**config.mk**
```make
export PLATFORM = sky130hd
export DESIGN_NAME = front_panel_dial_quantizer_flat
export DESIGN_NICKNAME = d
export VERILOG_FILES = /design/src/fpdq_pkg.sv /design/src/fpdq_in_if.sv /design/src/fpdq_out_if.sv /design/src/fpdq_cfg_if.sv /design/src/fpdq_track.sv /design/src/fpdq_div.sv /design/src/front_panel_dial_quantizer.sv /design/src/flat_wrapper.sv
export VERILOG_INCLUDE_DIRS = /design/src /design/src/src
export SDC_FILE = /design/constraint.sdc
export NUM_CORES = 1
export LEC_CHECK = 0
export ABC_AREA = 1
export BUFFER_PORTS_ARGS = -buffer_cell sky130_fd_sc_hd__buf_4
export CAP_MARGIN = 20
export CORE_UTILIZATION = 45
export CTS_CLUSTER_DIAMETER = 80
export DETAILED_ROUTE_END_ITERATION = 6
export GPL_TIMING_DRIVEN = 0
export PLACE_DENSITY_LB_ADDON = 0.05
export SYNTH_ARGS = -nofsm -noshare
export SYNTH_HDL_FRONTEND = slang
export SYNTH_SLANG_ARGS = --single-unit
```
**constraint.sdc**
```tcl
create_clock -name i_clk -period 4.9 [get_ports i_clk]
set_input_delay 0.245 -clock i_clk [delete_from_list [all_inputs] [get_ports i_clk]]
set_output_delay 0.245 -clock i_clk [all_outputs]
set_load 0.01 [all_outputs]
```
**src/assert_macros.svh**
```systemverilog
// ----------------------------------------------------------------------------
// Assertion macros
// Implication checks used by the front panel dial quantizer RTL.
// ----------------------------------------------------------------------------
`ifndef ASSERT_MACROS_SVH
`define ASSERT_MACROS_SVH
`ifndef NO_ASSERTIONS
`define ASSERT_IMP(lbl, clk, rstn, ante, cons) \
    lbl: assert property (@(posedge clk) disable iff (!rstn) (ante) |-> (cons)) \
        else $error("same-cycle check failed");
`define ASSERT_NXT(lbl, clk, rstn, ante, cons) \
    lbl: assert property (@(posedge clk) disable iff (!rstn) (ante) |=> (cons)) \
        else $error("next-cycle check failed");
`else
`define ASSERT_IMP(lbl, clk, rstn, ante, cons)
`define ASSERT_NXT(lbl, clk, rstn, ante, cons)
`endif
`endif

```
**src/fpdq_pkg.sv**
```systemverilog
// ----------------------------------------------------------------------------
// fpdq_pkg
// Types, constants and level tables of the front panel dial quantizer.
// ----------------------------------------------------------------------------
`default_nettype none

package fpdq_pkg;

    typedef enum logic [2:0] {
        S_IDLE,
        S_TRACK,
        S_COMMIT,
        S_START,
        S_DIV,
        S_DONE
    } t_state;

    typedef enum logic [1:0] {
        DIAL_RATE,
        DIAL_TIME,
        DIAL_PEEP,
        DIAL_PIP
    } t_dial;

    typedef enum logic [1:0] {
        REG_BPM_HYST,
        REG_TI_HYST,
        REG_PEEP_HYST,
        REG_PIP_HYST
    } t_reg;

    typedef enum logic [2:0] {
        OP_STANDBY = 3'd0,
        OP_CPAP    = 3'd1,
        OP_PSV     = 3'd2,
        OP_SIMV    = 3'd3,
        OP_CMV     = 3'd4
    } t_mode;

    typedef struct packed {
        logic load;
        logic shift;
        logic commit;
    } t_trk_ctl;

    typedef struct packed {
        logic busy;
        logic done;
    } t_div_sts;

    typedef struct packed {
        t_mode mode;
        logic  monitor_request;
        logic  insp_hold;
        logic  apnoea_on;
        logic  soft_wave;
    } t_misc;

    localparam int LEVEL_W  = 10;
    localparam int HYST_W   = 8;
    localparam int REG_W    = 2;
    localparam int LOOKUP_W = 7;

    localparam logic [HYST_W-1:0] BPM_HYST_RST  = 8'd8;
    localparam logic [HYST_W-1:0] TI_HYST_RST   = 8'd34;
    localparam logic [HYST_W-1:0] PEEP_HYST_RST = 8'd65;
    localparam logic [HYST_W-1:0] PIP_HYST_RST  = 8'd25;

    localparam int RATE_W = 7;
    localparam int TIME_W = 5;
    localparam int PEEP_W = 4;
    localparam int PIP_W  = 6;

    localparam int RATE_LAST = 125;
    localparam int TIME_LAST = 30;
    localparam int PEEP_LAST = 15;
    localparam int PIP_LAST  = 40;

    localparam int RATE_FLOOR = 1;
    localparam int TIME_FLOOR = 2;

    // breaths per minute times ten tenths, over the rate index
    localparam int                 QUOT_W    = 13;
    localparam int                 DIV_STEPS = QUOT_W;
    localparam logic [QUOT_W-1:0] DIVIDEND  = 13'd6000;

    localparam logic [LEVEL_W-1:0] RATE_TAB [0:125] = '{
        10'd0,   10'd8,   10'd16,  10'd24,  10'd33,  10'd41,  10'd49,  10'd57,
        10'd65,  10'd73,  10'd81,  10'd90,  10'd98,  10'd106, 10'd114, 10'd122,
        10'd130, 10'd138, 10'd147, 10'd155, 10'd163, 10'd171, 10'd179, 10'd187,
        10'd195, 10'd204, 10'd212, 10'd220, 10'd228, 10'd236, 10'd244, 10'd252,
        10'd261, 10'd269, 10'd277, 10'd285, 10'd293, 10'd301, 10'd309, 10'd318,
        10'd326, 10'd334, 10'd342, 10'd350, 10'd358, 10'd366, 10'd375, 10'd383,
        10'd391, 10'd399, 10'd407, 10'd415, 10'd423, 10'd432, 10'd440, 10'd448,
        10'd456, 10'd464, 10'd472, 10'd480, 10'd489, 10'd497, 10'd505, 10'd513,
        10'd521, 10'd529, 10'd538, 10'd546, 10'd554, 10'd562, 10'd570, 10'd578,
        10'd586, 10'd595, 10'd603, 10'd611, 10'd619, 10'd627, 10'd635, 10'd643,
        10'd652, 10'd660, 10'd668, 10'd676, 10'd684, 10'd692, 10'd700, 10'd709,
        10'd717, 10'd725, 10'd733, 10'd741, 10'd749, 10'd757, 10'd766, 10'd774,
        10'd782, 10'd790, 10'd798, 10'd806, 10'd814, 10'd823, 10'd831, 10'd839,
        10'd847, 10'd855, 10'd863, 10'd871, 10'd880, 10'd888, 10'd896, 10'd904,
        10'd912, 10'd920, 10'd928, 10'd937, 10'd945, 10'd953, 10'd961, 10'd969,
        10'd977, 10'd985, 10'd994, 10'd1002, 10'd1010, 10'd1018
    };

    localparam logic [LEVEL_W-1:0] TIME_TAB [0:30] = '{
        10'd0,   10'd34,  10'd68,  10'd102, 10'd135, 10'd169, 10'd203, 10'd237,
        10'd271, 10'd305, 10'd338, 10'd372, 10'd406, 10'd440, 10'd474, 10'd508,
        10'd541, 10'd575, 10'd609, 10'd643, 10'd677, 10'd711, 10'd744, 10'd778,
        10'd812, 10'd846, 10'd880, 10'd914, 10'd947, 10'd981, 10'd1015
    };

    localparam logic [LEVEL_W-1:0] PEEP_TAB [0:15] = '{
        10'd0,   10'd81,  10'd146, 10'd212, 10'd278, 10'd343, 10'd409, 10'd475,
        10'd540, 10'd606, 10'd672, 10'd737, 10'd803, 10'd869, 10'd934, 10'd1000
    };

    localparam logic [LEVEL_W-1:0] PIP_TAB [0:40] = '{
        10'd0,   10'd35,  10'd60,  10'd85,  10'd110, 10'd135, 10'd160, 10'd185,
        10'd210, 10'd235, 10'd260, 10'd285, 10'd310, 10'd335, 10'd360, 10'd385,
        10'd410, 10'd435, 10'd460, 10'd485, 10'd510, 10'd535, 10'd560, 10'd585,
        10'd610, 10'd635, 10'd660, 10'd685, 10'd710, 10'd735, 10'd760, 10'd785,
        10'd810, 10'd835, 10'd860, 10'd885, 10'd910, 10'd935, 10'd960, 10'd985,
        10'd1010
    };

    function automatic logic [LEVEL_W-1:0] level_lookup(t_dial dial,
                                                       logic [LOOKUP_W-1:0] idx);
        logic [LEVEL_W-1:0] lvl;
        lvl = '0;
        unique case (dial)
            DIAL_RATE: if (idx <= 7'd125) lvl = RATE_TAB[idx];
            DIAL_TIME: if (idx <= 7'd30)  lvl = TIME_TAB[idx[4:0]];
            DIAL_PEEP: if (idx <= 7'd15)  lvl = PEEP_TAB[idx[3:0]];
            DIAL_PIP:  if (idx <= 7'd40)  lvl = PIP_TAB[idx[5:0]];
            default:   lvl = '0;
        endcase
        return lvl;
    endfunction

endpackage

`default_nettype wire

```
**src/fpdq_in_if.sv**
```systemverilog
// ----------------------------------------------------------------------------
// fpdq_in_if
// Tick request channel: pins, buttons, switches and dial samples.
// ----------------------------------------------------------------------------
`default_nettype none

interface fpdq_in_if #(
    parameter int SAMPLE_BITS = 10
);
    logic                   valid;
    logic                   ready;
    logic [3:0]             mode_pins;
    logic                   monitor_button_n;
    logic                   hold_button_n;
    logic                   apnoea_pin;
    logic                   wave_pin;
    logic                   monitor_clear;
    logic [SAMPLE_BITS-1:0] rate_sample;
    logic [SAMPLE_BITS-1:0] time_sample;
    logic [SAMPLE_BITS-1:0] peep_sample;
    logic [SAMPLE_BITS-1:0] pip_sample;

    modport source (
        output valid, mode_pins, monitor_button_n, hold_button_n, apnoea_pin,
               wave_pin, monitor_clear, rate_sample, time_sample, peep_sample,
               pip_sample,
        input  ready
    );

    modport sink (
        input  valid, mode_pins, monitor_button_n, hold_button_n, apnoea_pin,
               wave_pin, monitor_clear, rate_sample, time_sample, peep_sample,
               pip_sample,
        output ready
    );
endinterface

`default_nettype wire

```
**src/fpdq_out_if.sv**
```systemverilog
// ----------------------------------------------------------------------------
// fpdq_out_if
// Result channel: mode, flags and dial levels of one tick.
// ----------------------------------------------------------------------------
`default_nettype none

interface fpdq_out_if;
    logic       valid;
    logic       ready;
    logic [2:0] mode;
    logic       monitor_request;
    logic       insp_hold;
    logic       apnoea_on;
    logic       soft_wave;
    logic [6:0] rate_level;
    logic [4:0] time_level;
    logic [3:0] peep_level;
    logic [5:0] pip_level;
    logic       high_ie;

    modport source (
        output valid, mode, monitor_request, insp_hold, apnoea_on, soft_wave,
               rate_level, time_level, peep_level, pip_level, high_ie,
        input  ready
    );

    modport sink (
        input  valid, mode, monitor_request, insp_hold, apnoea_on, soft_wave,
               rate_level, time_level, peep_level, pip_level, high_ie,
        output ready
    );
endinterface

`default_nettype wire

```
**src/fpdq_cfg_if.sv**
```systemverilog
// ----------------------------------------------------------------------------
// fpdq_cfg_if
// Register write channel: register index and write data.
// ----------------------------------------------------------------------------
`default_nettype none

interface fpdq_cfg_if;
    logic       valid;
    logic       ready;
    logic [1:0] index;
    logic [7:0] data;

    modport source (
        output valid, index, data,
        input  ready
    );

    modport sink (
        input  valid, index, data,
        output ready
    );
endinterface

`default_nettype wire

```
**src/fpdq_track.sv**
```systemverilog
// ----------------------------------------------------------------------------
// fpdq_track
// One dial: bit-serial hysteresis compare against the table level, then a
// single step of the level index, raised to FLOOR when below it.
// ----------------------------------------------------------------------------
`default_nettype none

module fpdq_track #(
    parameter int             SAMPLE_BITS = 10,
    parameter fpdq_pkg::t_dial DIAL       = fpdq_pkg::DIAL_RATE,
    parameter int             IDX_W       = 7,
    parameter int             LAST        = 125,
    parameter int             FLOOR       = 0
) (
    input  wire logic                     i_clk,
    input  wire logic                     i_rst_n,
    input  wire fpdq_pkg::t_trk_ctl       i_ctl,
    input  wire logic [SAMPLE_BITS-1:0]   i_sample,
    input  wire logic [fpdq_pkg::HYST_W-1:0] i_hyst,
    output logic      [IDX_W-1:0]         o_index
);
    import fpdq_pkg::*;

    // one guard bit holds level + hysteresis and sample + hysteresis
    localparam int W     = SAMPLE_BITS + 1;
    localparam int SHIFT = SAMPLE_BITS - LEVEL_W;

    logic [W-1:0]     r_s, r_l, r_h;
    logic             r_ca, r_cb, r_gt, r_lt;
    logic [IDX_W-1:0] r_idx, n_idx;
    logic [W-1:0]     lvl_ext;
    logic             sum_a, sum_b, carry_a, carry_b;
    logic [IDX_W-1:0] idx_mv;

    assign lvl_ext = W'(level_lookup(DIAL, LOOKUP_W'(r_idx))) << SHIFT;

    // a = level + hyst, b = sample + hyst, LSB first
    assign sum_a   = r_l[0] ^ r_h[0] ^ r_ca;
    assign carry_a = (r_l[0] & r_h[0]) | (r_ca & (r_l[0] ^ r_h[0]));
    assign sum_b   = r_s[0] ^ r_h[0] ^ r_cb;
    assign carry_b = (r_s[0] & r_h[0]) | (r_cb & (r_s[0] ^ r_h[0]));

    always_comb begin
        idx_mv = r_idx;
        if (r_gt && (r_idx < IDX_W'(LAST))) begin
            idx_mv = r_idx + 1'b1;
        end else if (r_lt && (r_idx != '0)) begin
            idx_mv = r_idx - 1'b1;
        end
        n_idx = idx_mv;
        if (idx_mv < IDX_W'(FLOOR)) begin
            n_idx = IDX_W'(FLOOR);
        end
    end

    always_ff @(posedge i_clk) begin
        if (i_ctl.load) begin
            r_s  <= W'(i_sample);
            r_l  <= lvl_ext;
            r_h  <= W'(i_hyst);
            r_ca <= 1'b0;
            r_cb <= 1'b0;
            r_gt <= 1'b0;
            r_lt <= 1'b0;
        end else if (i_ctl.shift) begin
            r_s  <= r_s >> 1;
            r_l  <= r_l >> 1;
            r_h  <= r_h >> 1;
            r_ca <= carry_a;
            r_cb <= carry_b;
            // the highest differing bit decides, so later bits overwrite
            if (r_s[0] != sum_a) begin
                r_gt <= r_s[0];
            end
            if (sum_b != r_l[0]) begin
                r_lt <= r_l[0];
            end
        end
    end

    always_ff @(posedge i_clk) begin
        if (!i_rst_n) begin
            r_idx <= '0;
        end else if (i_ctl.commit) begin
            r_idx <= n_idx;
        end
    end

    assign o_index = r_idx;

endmodule

`default_nettype wire

```
**src/fpdq_div.sv**
```systemverilog
// ----------------------------------------------------------------------------
// fpdq_div
// Restoring divider: fixed dividend over the rate index, one quotient bit
// per cycle.
// ----------------------------------------------------------------------------
`default_nettype none

module fpdq_div (
    input  wire logic                         i_clk,
    input  wire logic                         i_rst_n,
    input  wire logic                         i_start,
    input  wire logic [fpdq_pkg::RATE_W-1:0]  i_divisor,
    output logic      [fpdq_pkg::QUOT_W-1:0]  o_quotient,
    output fpdq_pkg::t_div_sts                o_sts
);
    import fpdq_pkg::*;

    localparam int CNT_W = $clog2(DIV_STEPS);

    logic [QUOT_W-1:0] r_num;
    logic [RATE_W-1:0] r_rem;
    logic [CNT_W-1:0]  r_cnt;
    logic              r_busy, r_done;
    logic [RATE_W:0]   trial;
    logic              fits;

    assign trial = {r_rem, r_num[QUOT_W-1]};
    assign fits  = (trial >= {1'b0, i_divisor});

    // dividend shifts out at the top while quotient bits enter at the bottom
    always_ff @(posedge i_clk) begin
        if (i_start) begin
            r_num <= DIVIDEND;
            r_rem <= '0;
        end else if (r_busy) begin
            r_num <= {r_num[QUOT_W-2:0], fits};
            r_rem <= fits ? RATE_W'(trial - {1'b0, i_divisor}) : RATE_W'(trial);
        end
    end

    always_ff @(posedge i_clk) begin
        if (!i_rst_n) begin
            r_busy <= 1'b0;
            r_done <= 1'b0;
            r_cnt  <= '0;
        end else begin
            r_done <= 1'b0;
            if (i_start) begin
                r_busy <= 1'b1;
                r_cnt  <= '0;
            end else if (r_busy) begin
                r_cnt <= r_cnt + 1'b1;
                if (r_cnt == CNT_W'(DIV_STEPS - 1)) begin
                    r_busy <= 1'b0;
                    r_done <= 1'b1;
                end
            end
        end
    end

    assign o_quotient = r_num;
    assign o_sts.busy = r_busy;
    assign o_sts.done = r_done;

endmodule

`default_nettype wire

```
**src/front_panel_dial_quantizer.sv**
```systemverilog
// ----------------------------------------------------------------------------
// front_panel_dial_quantizer
// Per-tick front panel decode: mode, buttons, switches, four hysteretic dial
// levels and the high I:E flag.
// ----------------------------------------------------------------------------
// One tick is taken at a time. The four dials are compared against their
// table levels bit-serially, one sample bit per cycle, in S_TRACK; S_COMMIT
// commits the new levels, S_START starts the divider, and the I:E test then
// runs a 13-step restoring divider on the new rate level in S_DIV, after
// which S_DONE loads the output register once it is empty or being taken.
// A new tick is accepted in the cycle after the previous result has moved
// into the output register, even if the sink has not yet taken it.
// Hysteresis registers are written through the configuration channel, which
// is always ready and should be used only while no tick is in flight. All
// levels and the monitor latch reset to zero.
`default_nettype none
`include "assert_macros.svh"

module front_panel_dial_quantizer #(
    parameter int SAMPLE_BITS = 10
) (
    input  wire logic i_clk,
    input  wire logic i_rst_n,
    fpdq_in_if.sink   i_in,
    fpdq_out_if.source o_out,
    fpdq_cfg_if.sink  i_cfg
);
    import fpdq_pkg::*;

    localparam int W     = SAMPLE_BITS + 1;
    localparam int CNT_W = $clog2(W);

    t_state              r_state, n_state;
    logic [CNT_W-1:0]    r_cnt;
    logic                r_mon;
    t_misc               r_misc;
    logic [HYST_W-1:0]   r_bpm_hyst, r_ti_hyst, r_peep_hyst, r_pip_hyst;

    logic                r_out_valid;
    t_misc               r_out_misc;
    logic [RATE_W-1:0]   r_out_rate;
    logic [TIME_W-1:0]   r_out_time;
    logic [PEEP_W-1:0]   r_out_peep;
    logic [PIP_W-1:0]    r_out_pip;
    logic                r_out_high;

    t_trk_ctl            trk_ctl;
    t_div_sts            div_sts;
    logic                div_start;
    logic                in_ready, in_acc, out_load;
    logic [RATE_W-1:0]   rate_idx;
    logic [TIME_W-1:0]   time_idx;
    logic [PEEP_W-1:0]   peep_idx;
    logic [PIP_W-1:0]    pip_idx;
    logic [QUOT_W-1:0]   quotient;
    logic [8:0]          ti_x15;
    logic                high_ie;
    t_mode               mode_dec;
    logic                n_mon;

    // ---- configuration ----
    assign i_cfg.ready = 1'b1;

    always_ff @(posedge i_clk) begin
        if (!i_rst_n) begin
            r_bpm_hyst  <= BPM_HYST_RST;
            r_ti_hyst   <= TI_HYST_RST;
            r_peep_hyst <= PEEP_HYST_RST;
            r_pip_hyst  <= PIP_HYST_RST;
        end else if (i_cfg.valid) begin
            unique case (t_reg'(i_cfg.index))
                REG_BPM_HYST:  r_bpm_hyst  <= i_cfg.data;
                REG_TI_HYST:   r_ti_hyst   <= i_cfg.data;
                REG_PEEP_HYST: r_peep_hyst <= i_cfg.data;
                REG_PIP_HYST:  r_pip_hyst  <= i_cfg.data;
                default:       r_pip_hyst  <= r_pip_hyst;
            endcase
        end
    end

    // ---- request decode ----
    assign in_acc = i_in.valid & in_ready;
    assign i_in.ready = in_ready;

    always_comb begin
        priority if (!i_in.mode_pins[0]) mode_dec = OP_CPAP;
        else if (!i_in.mode_pins[1])     mode_dec = OP_PSV;
        else if (!i_in.mode_pins[2])     mode_dec = OP_SIMV;
        else if (!i_in.mode_pins[3])     mode_dec = OP_CMV;
        else                             mode_dec = OP_STANDBY;
    end

    // clear first, then a press sets the latch
    assign n_mon = (r_mon & ~i_in.monitor_clear) | ~i_in.monitor_button_n;

    always_ff @(posedge i_clk) begin
        if (!i_rst_n) begin
            r_mon <= 1'b0;
        end else if (in_acc) begin
            r_mon <= n_mon;
        end
    end

    always_ff @(posedge i_clk) begin
        if (in_acc) begin
            r_misc.mode            <= mode_dec;
            r_misc.monitor_request <= n_mon;
            r_misc.insp_hold       <= ~i_in.hold_button_n;
            r_misc.apnoea_on       <= i_in.apnoea_pin;
            r_misc.soft_wave       <= i_in.wave_pin;
        end
    end

    // ---- dials ----
    fpdq_track #(
        .SAMPLE_BITS (SAMPLE_BITS),
        .DIAL        (DIAL_RATE),
        .IDX_W       (RATE_W),
        .LAST        (RATE_LAST),
        .FLOOR       (RATE_FLOOR)
    ) u_rate (
        .i_clk    (i_clk),
        .i_rst_n  (i_rst_n),
        .i_ctl    (trk_ctl),
        .i_sample (i_in.rate_sample),
        .i_hyst   (r_bpm_hyst),
        .o_index  (rate_idx)
    );

    fpdq_track #(
        .SAMPLE_BITS (SAMPLE_BITS),
        .DIAL        (DIAL_TIME),
        .IDX_W       (TIME_W),
        .LAST        (TIME_LAST),
        .FLOOR       (TIME_FLOOR)
    ) u_time (
        .i_clk    (i_clk),
        .i_rst_n  (i_rst_n),
        .i_ctl    (trk_ctl),
        .i_sample (i_in.time_sample),
        .i_hyst   (r_ti_hyst),
        .o_index  (time_idx)
    );

    fpdq_track #(
        .SAMPLE_BITS (SAMPLE_BITS),
        .DIAL        (DIAL_PEEP),
        .IDX_W       (PEEP_W),
        .LAST        (PEEP_LAST),
        .FLOOR       (0)
    ) u_peep (
        .i_clk    (i_clk),
        .i_rst_n  (i_rst_n),
        .i_ctl    (trk_ctl),
        .i_sample (i_in.peep_sample),
        .i_hyst   (r_peep_hyst),
        .o_index  (peep_idx)
    );

    fpdq_track #(
        .SAMPLE_BITS (SAMPLE_BITS),
        .DIAL        (DIAL_PIP),
        .IDX_W       (PIP_W),
        .LAST        (PIP_LAST),
        .FLOOR       (0)
    ) u_pip (
        .i_clk    (i_clk),
        .i_rst_n  (i_rst_n),
        .i_ctl    (trk_ctl),
        .i_sample (i_in.pip_sample),
        .i_hyst   (r_pip_hyst),
        .o_index  (pip_idx)
    );

    // ---- I:E test: 6000 / rate - 10 * ti < 5 * ti, i.e. quotient < 15 * ti ----
    fpdq_div u_div (
        .i_clk      (i_clk),
        .i_rst_n    (i_rst_n),
        .i_start    (div_start),
        .i_divisor  (rate_idx),
        .o_quotient (quotient),
        .o_sts      (div_sts)
    );

    assign ti_x15  = {time_idx, 4'b0000} - {4'b0000, time_idx};
    assign high_ie = (quotient < {4'b0000, ti_x15});

    // ---- sequencer ----
    always_comb begin
        n_state = r_state;
        unique case (r_state)
            S_IDLE:   if (i_in.valid) n_state = S_TRACK;
            S_TRACK:  if (r_cnt == CNT_W'(W - 1)) n_state = S_COMMIT;
            S_COMMIT: n_state = S_START;
            S_START:  n_state = S_DIV;
            S_DIV:    if (div_sts.done) n_state = S_DONE;
            S_DONE:   if (!r_out_valid || o_out.ready) n_state = S_IDLE;
            default:  n_state = S_IDLE;
        endcase
    end

    always_comb begin
        in_ready       = 1'b0;
        trk_ctl.load   = 1'b0;
        trk_ctl.shift  = 1'b0;
        trk_ctl.commit = 1'b0;
        div_start      = 1'b0;
        out_load       = 1'b0;
        unique case (r_state)
            S_IDLE: begin
                in_ready     = 1'b1;
                trk_ctl.load = i_in.valid;
            end
            S_TRACK:  trk_ctl.shift  = 1'b1;
            S_COMMIT: trk_ctl.commit = 1'b1;
            S_START:  div_start      = 1'b1;
            S_DIV:    out_load       = 1'b0;
            S_DONE:   out_load       = !r_out_valid || o_out.ready;
            default:  out_load       = 1'b0;
        endcase
    end

    always_ff @(posedge i_clk) begin
        if (!i_rst_n) begin
            r_state <= S_IDLE;
            r_cnt   <= '0;
        end else begin
            r_state <= n_state;
            if (r_state == S_TRACK) begin
                r_cnt <= r_cnt + 1'b1;
            end else begin
                r_cnt <= '0;
            end
        end
    end

    // ---- output register ----
    always_ff @(posedge i_clk) begin
        if (!i_rst_n) begin
            r_out_valid <= 1'b0;
        end else if (out_load) begin
            r_out_valid <= 1'b1;
        end else if (o_out.ready) begin
            r_out_valid <= 1'b0;
        end
    end

    always_ff @(posedge i_clk) begin
        if (out_load) begin
            r_out_misc <= r_misc;
            r_out_rate <= rate_idx;
            r_out_time <= time_idx;
            r_out_peep <= peep_idx;
            r_out_pip  <= pip_idx;
            r_out_high <= high_ie;
        end
    end

    assign o_out.valid           = r_out_valid;
    assign o_out.mode            = r_out_misc.mode;
    assign o_out.monitor_request = r_out_misc.monitor_request;
    assign o_out.insp_hold       = r_out_misc.insp_hold;
    assign o_out.apnoea_on       = r_out_misc.apnoea_on;
    assign o_out.soft_wave       = r_out_misc.soft_wave;
    assign o_out.rate_level      = r_out_rate;
    assign o_out.time_level      = r_out_time;
    assign o_out.peep_level      = r_out_peep;
    assign o_out.pip_level       = r_out_pip;
    assign o_out.high_ie         = r_out_high;

    // ---- checks ----
    `ASSERT_NXT(a_accept_starts_track, i_clk, i_rst_n, in_acc, r_state == S_TRACK)
    `ASSERT_IMP(a_result_floors, i_clk, i_rst_n, r_out_valid, (r_out_rate != '0) && (r_out_time > 5'd1))
    `ASSERT_IMP(a_div_done_in_div, i_clk, i_rst_n, div_sts.done, r_state == S_DIV)
    `ASSERT_IMP(a_div_busy_in_div, i_clk, i_rst_n, div_sts.busy, r_state == S_DIV)

endmodule

`default_nettype wire
```
**src/flat_wrapper.sv**
```systemverilog
// flat-port wrapper written by rule: the top's interface ports become plain ports
module front_panel_dial_quantizer_flat import fpdq_pkg::*;
#(
    parameter int SAMPLE_BITS = 10
)
  (i_clk, i_rst_n, i_in_valid, i_in_mode_pins, i_in_monitor_button_n, i_in_hold_button_n, i_in_apnoea_pin, i_in_wave_pin, i_in_monitor_clear, i_in_rate_sample, i_in_time_sample, i_in_peep_sample, i_in_pip_sample, i_in_ready, o_out_valid, o_out_mode, o_out_monitor_request, o_out_insp_hold, o_out_apnoea_on, o_out_soft_wave, o_out_rate_level, o_out_time_level, o_out_peep_level, o_out_pip_level, o_out_high_ie, o_out_ready, i_cfg_valid, i_cfg_index, i_cfg_data, i_cfg_ready);
  fpdq_in_if #(.SAMPLE_BITS(SAMPLE_BITS)) i_in_i ();
  fpdq_out_if o_out_i ();
  fpdq_cfg_if i_cfg_i ();
  input  wire logic i_clk;
  input  wire logic i_rst_n;
  input wire logic [$bits(i_in_i.valid)-1:0] i_in_valid;
  input wire logic [$bits(i_in_i.mode_pins)-1:0] i_in_mode_pins;
  input wire logic [$bits(i_in_i.monitor_button_n)-1:0] i_in_monitor_button_n;
  input wire logic [$bits(i_in_i.hold_button_n)-1:0] i_in_hold_button_n;
  input wire logic [$bits(i_in_i.apnoea_pin)-1:0] i_in_apnoea_pin;
  input wire logic [$bits(i_in_i.wave_pin)-1:0] i_in_wave_pin;
  input wire logic [$bits(i_in_i.monitor_clear)-1:0] i_in_monitor_clear;
  input wire logic [$bits(i_in_i.rate_sample)-1:0] i_in_rate_sample;
  input wire logic [$bits(i_in_i.time_sample)-1:0] i_in_time_sample;
  input wire logic [$bits(i_in_i.peep_sample)-1:0] i_in_peep_sample;
  input wire logic [$bits(i_in_i.pip_sample)-1:0] i_in_pip_sample;
  output wire logic [$bits(i_in_i.ready)-1:0] i_in_ready;
  output wire logic [$bits(o_out_i.valid)-1:0] o_out_valid;
  output wire logic [$bits(o_out_i.mode)-1:0] o_out_mode;
  output wire logic [$bits(o_out_i.monitor_request)-1:0] o_out_monitor_request;
  output wire logic [$bits(o_out_i.insp_hold)-1:0] o_out_insp_hold;
  output wire logic [$bits(o_out_i.apnoea_on)-1:0] o_out_apnoea_on;
  output wire logic [$bits(o_out_i.soft_wave)-1:0] o_out_soft_wave;
  output wire logic [$bits(o_out_i.rate_level)-1:0] o_out_rate_level;
  output wire logic [$bits(o_out_i.time_level)-1:0] o_out_time_level;
  output wire logic [$bits(o_out_i.peep_level)-1:0] o_out_peep_level;
  output wire logic [$bits(o_out_i.pip_level)-1:0] o_out_pip_level;
  output wire logic [$bits(o_out_i.high_ie)-1:0] o_out_high_ie;
  input wire logic [$bits(o_out_i.ready)-1:0] o_out_ready;
  input wire logic [$bits(i_cfg_i.valid)-1:0] i_cfg_valid;
  input wire logic [$bits(i_cfg_i.index)-1:0] i_cfg_index;
  input wire logic [$bits(i_cfg_i.data)-1:0] i_cfg_data;
  output wire logic [$bits(i_cfg_i.ready)-1:0] i_cfg_ready;
  assign i_in_i.valid = i_in_valid;
  assign i_in_i.mode_pins = i_in_mode_pins;
  assign i_in_i.monitor_button_n = i_in_monitor_button_n;
  assign i_in_i.hold_button_n = i_in_hold_button_n;
  assign i_in_i.apnoea_pin = i_in_apnoea_pin;
  assign i_in_i.wave_pin = i_in_wave_pin;
  assign i_in_i.monitor_clear = i_in_monitor_clear;
  assign i_in_i.rate_sample = i_in_rate_sample;
  assign i_in_i.time_sample = i_in_time_sample;
  assign i_in_i.peep_sample = i_in_peep_sample;
  assign i_in_i.pip_sample = i_in_pip_sample;
  assign i_in_ready = i_in_i.ready;
  assign o_out_valid = o_out_i.valid;
  assign o_out_mode = o_out_i.mode;
  assign o_out_monitor_request = o_out_i.monitor_request;
  assign o_out_insp_hold = o_out_i.insp_hold;
  assign o_out_apnoea_on = o_out_i.apnoea_on;
  assign o_out_soft_wave = o_out_i.soft_wave;
  assign o_out_rate_level = o_out_i.rate_level;
  assign o_out_time_level = o_out_i.time_level;
  assign o_out_peep_level = o_out_i.peep_level;
  assign o_out_pip_level = o_out_i.pip_level;
  assign o_out_high_ie = o_out_i.high_ie;
  assign o_out_i.ready = o_out_ready;
  assign i_cfg_i.valid = i_cfg_valid;
  assign i_cfg_i.index = i_cfg_index;
  assign i_cfg_i.data = i_cfg_data;
  assign i_cfg_ready = i_cfg_i.ready;
  front_panel_dial_quantizer #(.SAMPLE_BITS(SAMPLE_BITS)) u_core (.i_clk(i_clk), .i_rst_n(i_rst_n), .i_in(i_in_i), .o_out(o_out_i), .i_cfg(i_cfg_i));
endmodule
```
## After elaboration in Yosys (flattened, before gate mapping)

Memories as Yosys holds them, arrays and structs flattened.
Index checks and enable logic that the tools add are counted.

| operators by class | value |
|---|---|
| order comparisons | 17 |
| reductions and logical operators | 35 |
| $add $sub $neg | 12 |
| bitwise operators | 52 |
| equal/unequal tests | 22 |
| multiplexer cells | 68 |

Operator list:

| kind | number |
|---|---|
| two-way mux 10 bit | 27 |
| two-way mux 8 bit | 8 |
| two-way mux 7 bit | 4 |
| AND reduction 2 bit | 13 |
| AND 1 bit | 18 |
| two-way mux 6 bit | 3 |
| one-hot mux 3 bit (6 select lines) | 1 |
| bitwise XOR 1 bit | 16 |
| two-way mux 3 bit | 5 |
| two-way mux 5 bit | 3 |
| less-than comparator 13 x 9 -> 1 bit | 1 |
| adder 4 x 1 -> 4 bit, second input constant | 3 |
| two-way mux 1 bit | 12 |
| two-way mux 4 bit | 3 |
| bitwise OR 1 bit | 9 |
| subtractor 9 x 5 -> 9 bit | 1 |
| equality test 4 bit, second input constant | 2 |
| greater-or-equal comparator 8 x 7 -> 1 bit | 1 |
| greater-or-equal comparator 8 bit, second input constant | 1 |
| logical AND 1 bit | 8 |
| != test 1 bit | 8 |
| inverter 7 -> 8 bit | 1 |
| adder 7 x 1 -> 7 bit, second input constant | 1 |
| greater-or-equal comparator 7 bit, second input constant | 1 |
| other kinds (45) | 56 |

| storage, ports and cells | value |
|---|---|
| memories kept | 4 |
| input port bits | 64 |
| register bits after elaboration | 254 |
| ROM bits | 2400 |
| word-level logic and storage cells | 271 |

Memory list:

| memory | depth | bits a word | read ports | clocked after Yosys merged registers in | write ports | line | RTL |
|---|---|---|---|---|---|---|---|
| (no name shown) | 128 | 10 | 1 | 0 | 0 | fpdq_pkg.sv:132 | `DIAL_RATE: if (idx <= 7'd125) lvl = RATE_TAB[idx];` |
| (no name shown) | 64 | 10 | 1 | 0 | 0 | fpdq_pkg.sv:135 | `DIAL_PIP: if (idx <= 7'd40) lvl = PIP_TAB[idx[5:0]];` |
| (no name shown) | 32 | 10 | 1 | 0 | 0 | fpdq_pkg.sv:133 | `DIAL_TIME: if (idx <= 7'd30) lvl = TIME_TAB[idx[4:0]];` |
| (no name shown) | 16 | 10 | 1 | 0 | 0 | fpdq_pkg.sv:134 | `DIAL_PEEP: if (idx <= 7'd15) lvl = PEEP_TAB[idx[3:0]];` |

## Depth between registers and ports, before layout

| depth | value |
|---|---|
| word-level depth | 6 |
| gate-level depth with buffers | 14 |
| mapped depth without buffers | 14 |

## By module

A second synthesis with hierarchy kept.

| unflattened totals | value |
|---|---|
| cell total of the unflattened synthesis | 1674 |
| area total of the unflattened synthesis | 13963.4 um2 |

By module, submodules not included:

| module | area each (um2) | times used | cells an instance |
|---|---|---|---|
| front_panel_dial_quantizer | 3098.0 | 1 | 312 |
| fpdq_track at u_core.u_rate | 2870.3 | 1 | 395 |
| fpdq_track at u_core.u_pip | 2399.8 | 1 | 300 |
| fpdq_track at u_core.u_time | 2356.0 | 1 | 273 |
| fpdq_track at u_core.u_peep | 1818.0 | 1 | 193 |
| fpdq_div | 1421.4 | 1 | 201 |

## Worst setup path after synthesis

OpenSTA, ideal clock, no wires.

| timing | value |
|---|---|
| path kind | register -> register |
| start point | reg u_core.r_state[0] |
| end point | reg u_core.u_peep.r_h[0], enable pin |
| arrival time | 3631 ps |
| setup time | 475 ps |
| buffers on the path | 3 |
| cell stages (with the launch flop) | 9 |
| slack | 795 ps |
| period minus slack after synthesis | 4105 ps |
| required time | 4425 ps |
| cell sequence | dfxtp_1 -> nor2_1 -> nand2_2 -> nor2_4 -> inv_2 -> buf_4 -> buf_6 -> buf_2 -> nand2_1 |

| between the ends | value |
|---|---|
| longest elaborated chain between the ends | 3 |
| elaborated cells between the ends (all ways) | 5 |

RTL lines:

| element | line | RTL |
|---|---|---|
| from (decl) | front_panel_dial_quantizer.sv:33 | `t_state r_state, n_state;` |
| from (signal assigned) | front_panel_dial_quantizer.sv:228 | `r_state <= n_state;` |
| equality test 3 x 1 -> 1 bit / zero test 3 bit (equally long branches) | front_panel_dial_quantizer.sv:209 | `unique case (r_state)` |
| two-way mux 1 bit | front_panel_dial_quantizer.sv:209 |  |
| nonzero test 2 bit (no line) * | -- |  |
| to (signal assigned) | fpdq_track.sv:60 | `r_h <= W'(i_hyst);` |
| to (signal assigned) | fpdq_track.sv:68 | `r_h <= r_h >> 1;` |
| to (decl) | fpdq_track.sv:28 | `logic [W-1:0] r_s, r_l, r_h;` |

Every way passes the cells marked *; elsewhere a longest branch is shown, timed or not.
A chain may end at the register's enable or synchronous reset.

## Final worst setup path

| timing | value |
|---|---|
| start point | reg u_core.u_time.r_idx[2], in the netlist u_core.u_time.o_index[2] |
| end point | reg u_core.r_out_high, in the netlist u_core.o_out.high_ie, data pin |

| between the ends | value |
|---|---|
| longest elaborated chain between the ends | 2 |

RTL lines:

| element | line | RTL |
|---|---|---|
| from (decl) | fpdq_track.sv:30 | `logic [IDX_W-1:0] r_idx, n_idx;` |
| from (signal assigned) | fpdq_track.sv:85 | `r_idx <= n_idx;` |
| subtractor 9 x 5 -> 9 bit | front_panel_dial_quantizer.sv:185 | `assign ti_x15 = {time_idx, 4'b0000} - {4'b0000, time_idx};` |
| less-than comparator 13 x 9 -> 1 bit | front_panel_dial_quantizer.sv:186 | `assign high_ie = (quotient < {4'b0000, ti_x15});` |
| net u_core.high_ie | front_panel_dial_quantizer.sv:57 | `logic high_ie;` |
| to (signal assigned) | front_panel_dial_quantizer.sv:255 | `r_out_high <= high_ie;` |
| to (decl) | front_panel_dial_quantizer.sv:45 | `logic r_out_high;` |

The timed path passes the listed nets, and every way through them passes these cells.

==> flow_metrics.env <==
export IMPL_ir_drop_mv=0.317
export IMPL_ys_ff_latch=254
export IMPL_crit_chain="buf_2, clkinv_1, ha_1, clkbuf_1, nand2_1, xor2_1, ha_1, nand4_1, o221ai_1, nand3_1, nand2_1, a31oi_1"
export IMPL_wl_per_cell_um=15.4
export IMPL_vias=10800
export IMPL_slowest_delay_ps=630
export IMPL_final_max_slew_violation_count=0
export IMPL_cts_tree="built"
export IMPL_yosysUniqueCellTypes=55
export IMPL_pre_cts_slack_ps=1850
export IMPL_worst_pin_slew_ps=803
export IMPL_yosysSeqAreaShare=0.497
export IMPL_clk_pin_slew_ps=60
export IMPL_p_leak_nw=6.98
export IMPL_yosys_area_top_type="edfxtp_1"
export IMPL_fin_area_sq_um=15900
export IMPL_setup_ws_ps=1830
export IMPL_rows=62
export IMPL_hpwl_um=22900
export IMPL_dr_pass1_iters=5
export IMPL_critPathLaunchType="flop"
export IMPL_ys_warn_count=0
export IMPL_grt_util_all_layers=0.219
export IMPL_path_max_fanout=11
export IMPL_synth_top_flop_cell="edfxtp_1"
export IMPL_p_per_area_nw_per_um2=553
export IMPL_antenna_cells=0
export IMPL_min_period_ps=3070
export IMPL_worst_ep_arrival_time_ps=3370
export IMPL_fin_worst_skew_ps=24.2
export IMPL_nets=1852
export IMPL_die_area_sq_um=30100
export IMPL_die_w_um=173
export IMPL_postPlaceCellArea_sq_um=14500
export IMPL_slew_headroom=0.465
export IMPL_drive_gt1_frac=0.135
export IMPL_syn_avg_cell_area_sq_um=8.66
export IMPL_rsz0062_at_grt="no"
export IMPL_criticalPathCategory="reg -> reg"
export IMPL_cts_buffers=29
export IMPL_synth_edf_count=149
export IMPL_synth_cell_area_sq_um=13200
export IMPL_antenna_found_initial=0
export IMPL_core_area_sq_um=28800
export IMPL_maxCapViolCount=0
export IMPL_numPortBuffers=95
export IMPL_multiInputGateArea_sq_um=5800
export IMPL_final_common_cell="nand2_1"
export IMPL_seqCellArea_sq_um=6580
export IMPL_fill_cells=2691
export IMPL_route_detailed_drc=0
export IMPL_cts_sinks=254
export IMPL_final_cell_mix="nand2_1 (418), edfxtp_1 (149), o21ai_0 (126), inv_1 (125), nor2_1 (107)"
export IMPL_clockBufferDepth=3
export IMPL_clk_latency_ps=560
export IMPL_outcome="completed"
export IMPL_grt_pass1_vias=10300
export IMPL_required_ps=5200
export IMPL_fin_crit_sh=0.627
export IMPL_total_power_mw=8.81
export IMPL_hold_class="in -> reg"
export IMPL_worstSetupEndpointType="flop"
export IMPL_cts_resized=0
export IMPL_tns_ps=0
export IMPL_slowest_stage="dfxtp_1"
export IMPL_cts_htree_levels=1
export IMPL_pin_count=97
export IMPL_grt_overflow=0
export IMPL_globalplace_congestion=0.917
export IMPL_synth_top_area_share=0.338
export IMPL_die_y_um=173
export IMPL_ant_nets=0
export IMPL_synthTopCellsByArea="edfxtp_1 (34%), dfxtp_1 (16%), nand2_1 (12%)"
export IMPL_rr_worst_depth=12
export IMPL_hold_depth=3
export IMPL_routed_wirelength_um=32600
export IMPL_areaGrowthSynthToFinish_pct=20.3
export IMPL_syn_nets=1671
export IMPL_setup_viol=0
export IMPL_grt_max_degree=59
export IMPL_syn_inst=1528
export IMPL_routed_via_density=5.09
export IMPL_postSynth_asyncResetShare=0
export IMPL_start_util=0.460
export IMPL_cts_root_buf="clkbuf_16"
export IMPL_grt_pass1_wl_um=53600
export IMPL_drt_iter0_drc=732
export IMPL_max_clock_freq_mhz=326
export IMPL_hold_violations=0
[registers in the layout (all words and copies together) (netlist names), 8 cells and up]
register                 flops
u_core.r_bpm_hyst            8
u_core.u_pip.r_h             8
u_core.u_pip.r_l            10
u_core.u_rate.r_l           10
u_core.u_peep.r_l           10
u_core.r_ti_hyst             8
u_core.u_rate.r_s           10
u_core.r_peep_hyst           8
u_core.u_rate.r_h            8
u_core.u_div.o_quotient     13
u_core.r_pip_hyst            8
u_core.u_time.r_h            8
u_core.u_time.r_s           10
u_core.u_peep.r_s           10
u_core.u_peep.r_h            8
u_core.u_time.r_l           10
u_core.u_pip.r_s            10
[where the power goes]
part / switching, mW / leakage [nW] / internal, mW
Combinational: 2.03 / 4.22 / 1.11
Clock: 0.862 / 0.446 / 1.19
Sequential: 0.323 / 2.32 / 3.30
[routing by layer]
layer / vias up / GRT usage / routed length [um]
met4: 0 / 0.0586 / 610
met5: - / 0 / 0
met1: 4976 / 0.306 / 15500
li1: 5483 / - / -
met2: 256 / 0.357 / 14900
met3: 45 / 0.0274 / 1550
[critical path, delay by kind of cell (launching register included)]
family	cells	cell delay, ps
and+or+nand+nor	4	380
xor gates and xnor gates	1	80
buffers and inverters	3	850
DFF	1	630
AOI/OAI and AO/OA	2	270
adders and majority gates	2	600
[final timing paths]
kind	startpoint	endpoint	slack [ps]
worst max-delay path	u_core.u_time.o_index[2]$_SDFFE_PN0P_	u_core.o_out.high_ie$_DFFE_PP_	1830
worst min-delay path	i_cfg_data[7]	u_core.r_pip_hyst[7]$_SDFFE_PN0P_	30
worst max register to register	u_core.u_time.o_index[2]$_SDFFE_PN0P_	u_core.o_out.high_ie$_DFFE_PP_	1830
worst min register to register	u_core.r_misc[3]$_DFFE_PP_	u_core.o_out.monitor_request$_DFFE_PP_	410
[area by class of cell]
| class | instances | area share |
|---|---|---|
| clock buffer | 46 | 0.0533 |
| tap | 384 | 0.0302 |
| buffer | 63 | 0.0201 |
| timing repair buffer | 150 | 0.0812 |
| sequential | 254 | 0.413 |
| clock inverter | 7 | 0.00338 |
| inverter | 147 | 0.0350 |
| multi-input combinational | 1064 | 0.364 |
[kinds of logic (layout without fill, tap and decap cells)]
| logic type | Yosys count | in the layout | synth area share |
|---|---|---|---|
| buffers and inverters | 210 | 413 | 0.0663 |
| flip-flops | 254 | 254 | 0.497 |
| adder cells (fa/ha/maj) | 79 | 79 | 0.0809 |
| XOR/XNOR | 18 | 18 | 0.0119 |
| AO/OA/AOI/OAI | 315 | 315 | 0.136 |
| AND/OR/NAND/NOR | 651 | 651 | 0.208 |
| other | 1 | 1 | 0.000283 |
[synth_stat cells (4+ instances only)]
cell      number
o21ai_1       14
ha_1          68
or2_2          6
clkbuf_1      23
o221ai_1       5
clkinv_1       5
a211oi_1       6
a31oi_1        6
fa_1          11
xnor2_1        6
xor2_1        12
inv_2         15
buf_4          8
edfxtp_1     149
nand3_1       75
nand2_1      419
o211ai_1      24
nor3_1         7
a21oi_1      103
inv_1        125
nand4_1        6
o21ai_0      126
buf_2         25
buf_1          4
a32o_1         7
nor2_1       108
nand2_2        8
nor2_4         6
dfxtp_1      105
[timing repair]
action,4_1_cts,5_1_grt
setup buffers,0,0
hold buffers,52,0
hold endpoints to repair,69,0
[metrics by stage]
step | cells | util | hold slack [ps]
2_1_floorplan | 1528 | - | 344
3_3_place_gp | 2007 | 0.501 | 402
3_5_place_dp | 2009 | 0.504 | 405
4_1_cts | 2114 | 0.553 | 2.24
5_1_grt | 2115 | 0.553 | 21.7
6_report | 2115 | 0.553 | 25.1
Note: power is estimated with default switching activity, not from simulation.
